<file path="src/hdl/bba_pkg.sv">
package bba_pkg;

	localparam int TOP_ORDER    = 16;
	localparam int MAX_ORDER    = TOP_ORDER - 1;
	localparam int HEADER_BYTES = 12;
	localparam int MIN_ORDER    = 4;
	localparam int PAGE_ORDER   = 12;
	localparam int ARENA_PAGES  = 16;
	localparam int ADDR_W       = 16;
	localparam int IDX_W        = ADDR_W - MIN_ORDER;
	localparam int TAG_DEPTH    = 1 << IDX_W;
	localparam int TAG_W        = 7;
	localparam int TAG_HEAD     = 6;
	localparam int TAG_USED     = 5;

	typedef enum logic [0:0] {
		CMD_ALLOC = 1'b0,
		CMD_FREE  = 1'b1
	} cmd_t;

	typedef enum logic [1:0] {
		ST_DONE     = 2'd0,
		ST_NO_SPACE = 2'd1,
		ST_BAD_FREE = 2'd2
	} status_t;

	typedef enum logic [3:0] {
		S_IDLE,
		S_SWEEP,
		S_SCAN_RD,
		S_SCAN_CHK,
		S_SPLIT,
		S_FREE_RD,
		S_FREE_CHK,
		S_MATE_RD,
		S_MATE_CHK,
		S_FREE_WR,
		S_RESULT
	} state_t;

	typedef struct packed {
		logic             en;
		logic             we;
		logic [IDX_W-1:0] addr;
		logic [TAG_W-1:0] wdata;
	} ram_req_t;

	typedef struct packed {
		logic [ADDR_W-1:0] payload_address;
		status_t           status;
	} result_t;

endpackage

</file>
<file path="src/hdl/bba_ctrl.sv">
module bba_ctrl
	import bba_pkg::*;
(
	input  logic              clk,
	input  logic              arst_n,
	input  logic              cfg_we,
	input  logic [4:0]        cfg_wdata,
	input  logic              in_valid,
	output logic              in_ready,
	input  cmd_t              in_cmd,
	input  logic [ADDR_W-1:0] in_size,
	input  logic [ADDR_W-1:0] in_addr,
	output logic              res_valid,
	input  logic              res_ready,
	output result_t           res,
	output ram_req_t          ram_req,
	input  logic [TAG_W-1:0]  ram_rdata
);

	state_t state_q, state_d;
	logic [IDX_W:0]    arena_q, arena_d;
	logic [IDX_W-1:0]  g_q, g_d;
	logic [IDX_W:0]    nxt_q, nxt_d;
	logic [IDX_W:0]    a_q, a_d;
	logic [4:0]        need_q, need_d, o_q, o_d, k_q, k_d;
	logic [IDX_W-1:0]  base_q, base_d, mate_q, mate_d;
	logic [ADDR_W-1:0] pay_q, pay_d;
	status_t           stat_q, stat_d;

	logic [4:0]        need_c, ord_c, bo;
	logic [IDX_W:0]    step_c, span_c, ospan_c;
	logic [ADDR_W-1:0] base16;
	logic              free_bad, scan_end, mate_in, merge_ok, t_head, t_used, order_top;
	logic [IDX_W-1:0]  mate_c;
	logic [4:0]        pc_c;

	always_comb begin
		need_c = 5'(TOP_ORDER);
		for (int o = MAX_ORDER; o >= MIN_ORDER; o--) begin
			if ((17'(1) << o) - 17'(HEADER_BYTES) >= {1'b0, in_size})
				need_c = 5'(o);
		end
	end

	always_comb begin
		ord_c = 5'(MIN_ORDER);
		for (int o = MIN_ORDER; o <= MAX_ORDER; o++) begin
			if ((({1'b0, g_q} & ((13'(1) << (o - MIN_ORDER)) - 13'(1))) == '0) &&
			    (14'(g_q) + (14'(1) << (o - MIN_ORDER)) <= 14'(arena_q)))
				ord_c = 5'(o);
		end
	end

	assign pc_c      = (cfg_wdata > 5'(ARENA_PAGES)) ? 5'(ARENA_PAGES) : cfg_wdata;
	assign span_c    = 13'(1) << (ord_c - 5'(MIN_ORDER));
	assign t_head    = ram_rdata[TAG_HEAD];
	assign t_used    = ram_rdata[TAG_USED];
	assign bo        = ram_rdata[4:0];
	assign step_c    = 13'(1) << (bo - 5'(MIN_ORDER));
	assign base16    = in_addr - 16'(HEADER_BYTES);
	assign free_bad  = (in_addr < 16'(HEADER_BYTES)) ||
	                   ({1'b0, base16[ADDR_W-1:MIN_ORDER]} >= arena_q) ||
	                   (base16[MIN_ORDER-1:0] != '0);
	assign scan_end  = (a_q >= arena_q);
	assign ospan_c   = 13'(1) << (o_q - 5'(MIN_ORDER));
	assign mate_c    = base_q ^ ospan_c[IDX_W-1:0];
	assign order_top = (o_q >= 5'(MAX_ORDER));
	assign mate_in   = !order_top && ({1'b0, mate_c} < arena_q) &&
	                   (14'(mate_c) + 14'(ospan_c) <= 14'(arena_q));
	assign merge_ok  = t_head && !t_used && (bo == o_q);

	always_comb begin
		state_d = state_q;
		arena_d = arena_q;
		g_d     = g_q;
		nxt_d   = nxt_q;
		a_d     = a_q;
		need_d  = need_q;
		o_d     = o_q;
		k_d     = k_q;
		base_d  = base_q;
		mate_d  = mate_q;
		pay_d   = pay_q;
		stat_d  = stat_q;
		case (state_q)
			S_IDLE: begin
				if (in_valid) begin
					pay_d = '0;
					if (in_cmd == CMD_ALLOC) begin
						need_d = need_c;
						o_d    = need_c;
						a_d    = '0;
						if (need_c > 5'(MAX_ORDER)) begin
							stat_d  = ST_NO_SPACE;
							state_d = S_RESULT;
						end else begin
							state_d = S_SCAN_RD;
						end
					end else begin
						base_d = base16[ADDR_W-1:MIN_ORDER];
						if (free_bad) begin
							stat_d  = ST_BAD_FREE;
							state_d = S_RESULT;
						end else begin
							state_d = S_FREE_RD;
						end
					end
				end
			end
			S_SWEEP: begin
				g_d = g_q + 1'b1;
				if ({1'b0, g_q} == nxt_q && {1'b0, g_q} < arena_q)
					nxt_d = nxt_q + span_c;
				if (g_q == '1)
					state_d = S_IDLE;
			end
			S_SCAN_RD: begin
				if (scan_end) begin
					a_d = '0;
					if (o_q >= 5'(MAX_ORDER)) begin
						stat_d  = ST_NO_SPACE;
						state_d = S_RESULT;
					end else begin
						o_d = o_q + 1'b1;
					end
				end else begin
					state_d = S_SCAN_CHK;
				end
			end
			S_SCAN_CHK: begin
				if (!t_head) begin
					stat_d  = ST_NO_SPACE;
					state_d = S_RESULT;
				end else if (bo == o_q && !t_used) begin
					k_d     = o_q;
					state_d = S_SPLIT;
				end else begin
					a_d     = a_q + step_c;
					state_d = S_SCAN_RD;
				end
			end
			S_SPLIT: begin
				if (k_q > need_q) begin
					k_d = k_q - 1'b1;
				end else begin
					pay_d   = {a_q[IDX_W-1:0], MIN_ORDER'(0)} + 16'(HEADER_BYTES);
					stat_d  = ST_DONE;
					state_d = S_RESULT;
				end
			end
			S_FREE_RD: state_d = S_FREE_CHK;
			S_FREE_CHK: begin
				o_d = bo;
				if (!t_head || !t_used) begin
					stat_d  = ST_BAD_FREE;
					state_d = S_RESULT;
				end else begin
					state_d = S_MATE_RD;
				end
			end
			S_MATE_RD: begin
				mate_d  = mate_c;
				state_d = mate_in ? S_MATE_CHK : S_FREE_WR;
			end
			S_MATE_CHK: begin
				if (merge_ok) begin
					if (mate_q < base_q)
						base_d = mate_q;
					o_d     = o_q + 1'b1;
					state_d = S_MATE_RD;
				end else begin
					state_d = S_FREE_WR;
				end
			end
			S_FREE_WR: begin
				stat_d  = ST_DONE;
				state_d = S_RESULT;
			end
			S_RESULT: begin
				if (res_ready)
					state_d = S_IDLE;
			end
			default: state_d = S_IDLE;
		endcase
		if (cfg_we) begin
			arena_d = {pc_c, 8'(0)};
			g_d     = '0;
			nxt_d   = '0;
			state_d = S_SWEEP;
		end
	end

	always_comb begin
		in_ready  = 1'b0;
		res_valid = 1'b0;
		ram_req   = '0;
		case (state_q)
			S_IDLE: in_ready = 1'b1;
			S_SWEEP: begin
				ram_req.en   = 1'b1;
				ram_req.we   = 1'b1;
				ram_req.addr = g_q;
				if ({1'b0, g_q} == nxt_q && {1'b0, g_q} < arena_q)
					ram_req.wdata = {1'b1, 1'b0, ord_c};
			end
			S_SCAN_RD: begin
				ram_req.en   = !scan_end;
				ram_req.addr = a_q[IDX_W-1:0];
			end
			S_SPLIT: begin
				ram_req.en = 1'b1;
				ram_req.we = 1'b1;
				if (k_q > need_q) begin
					ram_req.addr  = a_q[IDX_W-1:0] +
					                (12'(1) << (k_q - 5'(MIN_ORDER + 1)));
					ram_req.wdata = {1'b1, 1'b0, k_q - 5'd1};
				end else begin
					ram_req.addr  = a_q[IDX_W-1:0];
					ram_req.wdata = {1'b1, 1'b1, need_q};
				end
			end
			S_FREE_RD: begin
				ram_req.en   = 1'b1;
				ram_req.addr = base_q;
			end
			S_MATE_RD: begin
				ram_req.en   = mate_in;
				ram_req.addr = mate_c;
			end
			S_MATE_CHK: begin
				ram_req.en   = merge_ok;
				ram_req.we   = 1'b1;
				ram_req.addr = (mate_q < base_q) ? base_q : mate_q;
			end
			S_FREE_WR: begin
				ram_req.en    = 1'b1;
				ram_req.we    = 1'b1;
				ram_req.addr  = base_q;
				ram_req.wdata = {1'b1, 1'b0, o_q};
			end
			S_RESULT: res_valid = 1'b1;
			default: ;
		endcase
	end

	assign res.payload_address = pay_q;
	assign res.status          = stat_q;

	always_ff @(posedge clk or negedge arst_n) begin
		if (!arst_n) begin
			state_q <= S_IDLE;
			arena_q <= '0;
		end else begin
			state_q <= state_d;
			arena_q <= arena_d;
		end
	end

	always_ff @(posedge clk) begin
		g_q    <= g_d;
		nxt_q  <= nxt_d;
		a_q    <= a_d;
		need_q <= need_d;
		o_q    <= o_d;
		k_q    <= k_d;
		base_q <= base_d;
		mate_q <= mate_d;
		pay_q  <= pay_d;
		stat_q <= stat_d;
	end

	a_idle_no_write: assert property (@(posedge clk) disable iff (!arst_n)
		state_q == S_IDLE |-> !(ram_req.en && ram_req.we))
		else $error("tag write while idle");

	a_cfg_sweep: assert property (@(posedge clk) disable iff (!arst_n)
		cfg_we |=> state_q == S_SWEEP)
		else $error("config write did not start sweep");

	a_push_idle: assert property (@(posedge clk) disable iff (!arst_n)
		res_valid && res_ready && !cfg_we |=> state_q == S_IDLE)
		else $error("no return to idle after result");

	a_ok_payload: assert property (@(posedge clk) disable iff (!arst_n)
		res_valid && res.status != ST_DONE |-> res.payload_address == '0)
		else $error("payload set on failure");

endmodule

</file>
<file path="config.mk">
export PLATFORM = sky130hd
export DESIGN_NAME = bba_ctrl
export DESIGN_NICKNAME = d
export VERILOG_FILES = /design/src/hdl/bba_pkg.sv /design/src/hdl/bba_ctrl.sv
export SDC_FILE = /design/constraint.sdc
export NUM_CORES = 1
export LEC_CHECK = 0
export BUFFER_PORTS_ARGS = -buffer_cell sky130_fd_sc_hd__buf_2
export CORE_MARGIN = 1.5
export CORE_UTILIZATION = 40
export CTS_BUF_LIST = sky130_fd_sc_hd__clkbuf_4 sky130_fd_sc_hd__clkbuf_8 sky130_fd_sc_hd__clkbuf_16
export CTS_CLUSTER_DIAMETER = 60
export DETAILED_ROUTE_END_ITERATION = 12
export GPL_ROUTABILITY_DRIVEN = 1
export GPL_TIMING_DRIVEN = 0
export SETUP_SLACK_MARGIN = 0.4
export SKIP_LAST_GASP = 1
export SYNTH_ARGS = -nofsm -noshare
export SYNTH_HDL_FRONTEND = slang
export SYNTH_SLANG_ARGS = --single-unit
export TNS_END_PERCENT = 1
</file>
<file path="constraint.sdc">
create_clock -name clk -period 13.5 [get_ports clk]
set_input_delay 1.35 -clock clk [delete_from_list [all_inputs] [get_ports clk]]
set_output_delay 1.35 -clock clk [all_outputs]
set_load 0.02 [all_outputs]
</file>
# After elaboration in Yosys (flattened, before gate mapping)
# Cells that the tools add are included.
# totals
regBits,104
inputBits,50
out_inout_bits,41
elab_cells,249
# op_classes
addsub,24
n_lt_le_gt_ge,34
n_eq_ne,35
shift,4
mux,83
bitwise,2
reduce_logical,55
# op_table
op,count
$mux W5,31
$le A13 B13 Y1,11
$logic_not A13 Y1,11
$pmux W12 S6,1
$mux W13,5
$mux W12,5
$mux W4,13
$pmux W4 S11,1
$pmux W13 S3,1
$shl A1 B5 Y13 const A,3
$mux W16,2
$pmux W16 S2,1
$ne A2 B2 Y1 const B,15
$add A13 B13 Y13,2
$lt A12 B13 Y1,2
$pmux W12 S2,1
$pmux W7 S3,1
$pmux W5 S4,1
$sub A5 B3 Y5 const B,4
$mux W19,1
$mux W2,9
$ne A3 B3 Y1 const B,6
$logic_and A1 B1 Y1,17
$add A16 B4 Y16 const B,1
70 further kinds,92

# Longest topological paths before layout
# depth
ltp_word,19
mapped_depth,27
mapped_depth_nobuf,26

# Worst setup path before layout
# OpenSTA, ideal clock, no wires.
# synth_path
kind,register to output
start,reg o_q[2]
end,out ram_req[20] (netlist name)
arrival_ps,4574
required_ps,12150
path_slack_ps,7576
path_stages_with_launch,24
path_buffers,2
cell_sequence,edfxtp_1 buf_2 inv_1 ha_1 xnor2_2 and3_1 buf_2 ha_1 o21a_1 a211oi_2 a211oi_1 o21ba_1 o21ai_1 o21ai_1 a21o_1 mux2_2 xor2_1 ha_1 and3_1 nand4_1 nor4_1 a41oi_2 a311oi_1 a221o_1
# synth_rtl
item,line,text
start: declaration,bba_ctrl.sv:25,"logic [4:0] need_q, need_d, o_q, o_d, k_q, k_d;"
start signal: assignment,bba_ctrl.sv:264,o_q <= o_d;
end: declaration,bba_ctrl.sv:16,"output ram_req_t ram_req,"

==> impl_metrics.env <==
export IMPL_outcome="complete, no violations"
export IMPL_postCtsResizedCells=0
export IMPL_drtAntennaViolNets=0
export IMPL_nets=1771
export IMPL_cts_inserted_buffers=9
export IMPL_fin_crit_sh=0.585
export IMPL_wl_um=38600
export IMPL_synth_top_flop_cell="edfxtp_1"
export IMPL_start_util=0.410
export IMPL_ff_latch_area_mm2=0.00274
export IMPL_place_inst=1915
export IMPL_grt_pass1_vias=10900
export IMPL_dpl_worst_slack_ns=6.23
export IMPL_hpwl_um=30000
export IMPL_row_count=62
export IMPL_die_x_um=175
export IMPL_slew_headroom=0.175
export IMPL_synth_seq_area_share=0.232
export IMPL_cts_max_level=3
export IMPL_leakagePower_nw=5.73
export IMPL_cp_slowest_cell="edfxtp_1"
export IMPL_final_cell_mix="ha_1 (176), nor2_1 (139), nand2_1 (102)"
export IMPL_synth_distinct_cells=88
export IMPL_hold_viol_final=0
export IMPL_cts_sinks=101
export IMPL_critPathRequiredTime_ns=12.15
export IMPL_fin_cells=1931
export IMPL_grt_overflow_total=0
export IMPL_rsz0062_at_grt="false"
export IMPL_root_buffer="clkbuf_16"
export IMPL_clk_latency_ns=0.37
export IMPL_final_common_cell="ha_1"
export IMPL_setup_violations=0
export IMPL_gp_congestion=0.926
export IMPL_ir_worst_vdd_mv=0.0715
export IMPL_yosys_warnings=0
export IMPL_clkTransAtPathRegs_ns=0.08
export IMPL_p_int_w=0.000893
export IMPL_die_area_mm2=0.0306
export IMPL_power_frac_clock=0.169
export IMPL_holdWs_ns=0.475
export IMPL_worstSetupEndpointType="output pin"
export IMPL_syn_inst=1443
export IMPL_io_buffers=84
export IMPL_drt_iter0_markers=938
export IMPL_drt_pre_antenna_iters=7
export IMPL_max_cap_violations=0
export IMPL_power_frac_seq=0.271
export IMPL_cts_tree="done"
export IMPL_p_switching_w=0.000831
export IMPL_vias=11200
export IMPL_coreArea_mm2=0.0289
export IMPL_cp_top_family="compound AO/OA/AOI/OAI gates"
export IMPL_power_density_mw_per_mm2=132
export IMPL_layout_setup_ws_ns=5.60
export IMPL_ys_seq_elements=101
export IMPL_cts_setup_buffers=0
export IMPL_p_comb_frac=0.560
export IMPL_grt_pass1_wl_um=60200
export IMPL_syn_avg_cell_area_um2=8.19
export IMPL_drt_drc_violations_left=0
export IMPL_period_minus_slack_ns=7.90
export IMPL_die_height_um=175
export IMPL_layout_drive_gt1_share=0.0905
export IMPL_worst_setup_path_start_kind="register"
export IMPL_maxClockFrequency_mhz=127
export IMPL_fin_skew_ns=0.0156
export IMPL_max_clock_path_buffers=2
export IMPL_ios=91
export IMPL_tightestPinTransition_ns=1.23
export IMPL_avgRoutedWirePerCell_um=20.0
export IMPL_critPathKind="reg2out"
export IMPL_viasPerCell=5.82
export IMPL_critPathArrivalTime_ns=6.55
export IMPL_cp_slowest_stage_delay_ns=0.55
export IMPL_area_delta_synth_final_pct=10.6
export IMPL_synth_edf_count=67
export IMPL_ys_async_sr_fraction=0.0891
export IMPL_crit_top_cell="ha_1"
export IMPL_switching_share=0.482
export IMPL_worstHoldPathType="reg2reg"
export IMPL_crit_fanout=10
export IMPL_multiInputGateArea_mm2=0.00844
export IMPL_final_max_slew_viol_count=0
export IMPL_grt_max_degree=21
export IMPL_tns_ns=0
export IMPL_fillers=2870
export IMPL_grt_use_total=0.253
export IMPL_diodes=0
export IMPL_hold_buffers=0
export IMPL_path_buf_inv=4
export IMPL_antenna_found_initial=0
export IMPL_synth_area_mm2=0.0118
## state kept, by name (all words and copies together), names as in the netlist, 12 cells and up
| name | cells |
|---|---|
| a_q | 13 |
| g_q | 12 |
| nxt_q | 13 |
| mate_q | 12 |
| base_q | 12 |
| pay_q | 13 |
## worst paths after layout
check / startpoint / end / slack, ns / cells after the start
worst max-delay path: o_q[2]$_DFFE_PP_ / ram_req[20] / 5.60 / 25
worst min-delay path: nxt_q[12]$_SDFFE_PP0P_ / nxt_q[12]$_SDFFE_PP0P_ / 0.47 / 2
worst max register to register: g_q[6]$_SDFFE_PP0P_ / nxt_q[12]$_SDFFE_PP0P_ / 6.39 / 26
worst min register to register: nxt_q[12]$_SDFFE_PP0P_ / nxt_q[12]$_SDFFE_PP0P_ / 0.47 / 2
max in group asynchronous: arst_n / state_q[2]$_DFFE_PN0P_ / 12.45 / 1
min in group asynchronous: arst_n / arena_q[11]$_DFFE_PN0P_ / 0.84 / 1
## cell usage after synthesis (all sizes together) (16+ instances only)
cell type / number / area (um2)
nand3: 40 / 200
nor2b: 23 / 144
nand2b: 20 / 125
nand2: 102 / 383
a211oi: 17 / 133
ha: 176 / 2200
a21o: 32 / 240
inv: 102 / 383
a21oi: 83 / 419
and2: 21 / 131
edfxtp: 67 / 2010
o21ai: 87 / 435
nor3: 44 / 220
and3: 26 / 163
buf: 16 / 88.8
xor2: 28 / 253
clkbuf: 47 / 178
nor2: 139 / 522
xnor2: 98 / 866
dfxtp: 25 / 500
## stage by stage
step	util	power, W	instance area [um2]
5_1_grt	0.453	0.00184	13100
4_1_cts	0.453	0.00171	13100
2_1_floorplan	-	0.00112	11800
3_3_place_gp	0.441	0.00140	12700
6_report	0.453	0.00172	13100
3_5_place_dp	0.442	0.00142	12800
## kinds of logic after synthesis
group / share of synthesized area
and+or+nand+nor: 0.206
muxes: 0.0165
buffers and inverters: 0.0559
AOI/OAI and AO/OA: 0.204
xor gates and xnor gates: 0.0946
DFF: 0.232
other: 0.000317
adders and majority gates: 0.191
## area by class of cell
class,instances,area share
clock buffers,9,0.0172
flip-flops and latches,101,0.209
repair buffers,87,0.0339
inverters,105,0.0302
clock inverters,7,0.00670
well taps,384,0.0368
plain buffers,63,0.0204
multi-input cells,1175,0.645
## power groups by stage
| stage | Clock, W | Combinational (W) | Sequential, W |
|---|---|---|---|
| after floorplan | 0 | 0.000667 | 0.000451 |
| after global placement | 0 | 0.000931 | 0.000473 |
| after detailed placement | 0 | 0.000948 | 0.000472 |
| after CTS | 0.000294 | 0.000954 | 0.000465 |
| after global routing | 0.000306 | 0.00106 | 0.000472 |
| final | 0.000292 | 0.000965 | 0.000467 |
## worst register-to-register path: stages, from the launching register on
cell	delay [ns]
dfxtp_1	0.56
ha_1	0.21
clkbuf_1	0.45
nand2_1	0.25
nor2_1	0.36
nand2_1	0.13
xnor2_1	0.16
ha_1	0.31
o21ai_0	0.08
a21oi_1	0.08
a2111oi_0	0.61
o211ai_1	0.19
a32oi_1	0.51
nor3_1	0.13
o21ai_1	0.25
nor2_1	0.08
ha_1	0.21
fa_1	0.41
a21o_1	0.19
a21o_1	0.21
a2111oi_0	0.57
o311ai_1	0.24
a21o_1	0.22
a21o_1	0.19
nor3b_1	0.14
mux2i_1	0.14
o21ai_1	0.07
## routing by layer
layer | global-route usage | vias up | share of wire
li1 | - | 5443 | -
met1 | 0.343 | 5273 | 0.45
met2 | 0.403 | 453 | 0.44
met3 | 0.0500 | 70 | 0.084
met4 | 0.0840 | 0 | 0.027
met5 | 0 | - | 0
Note: power is estimated with default switching activity, not from simulation.
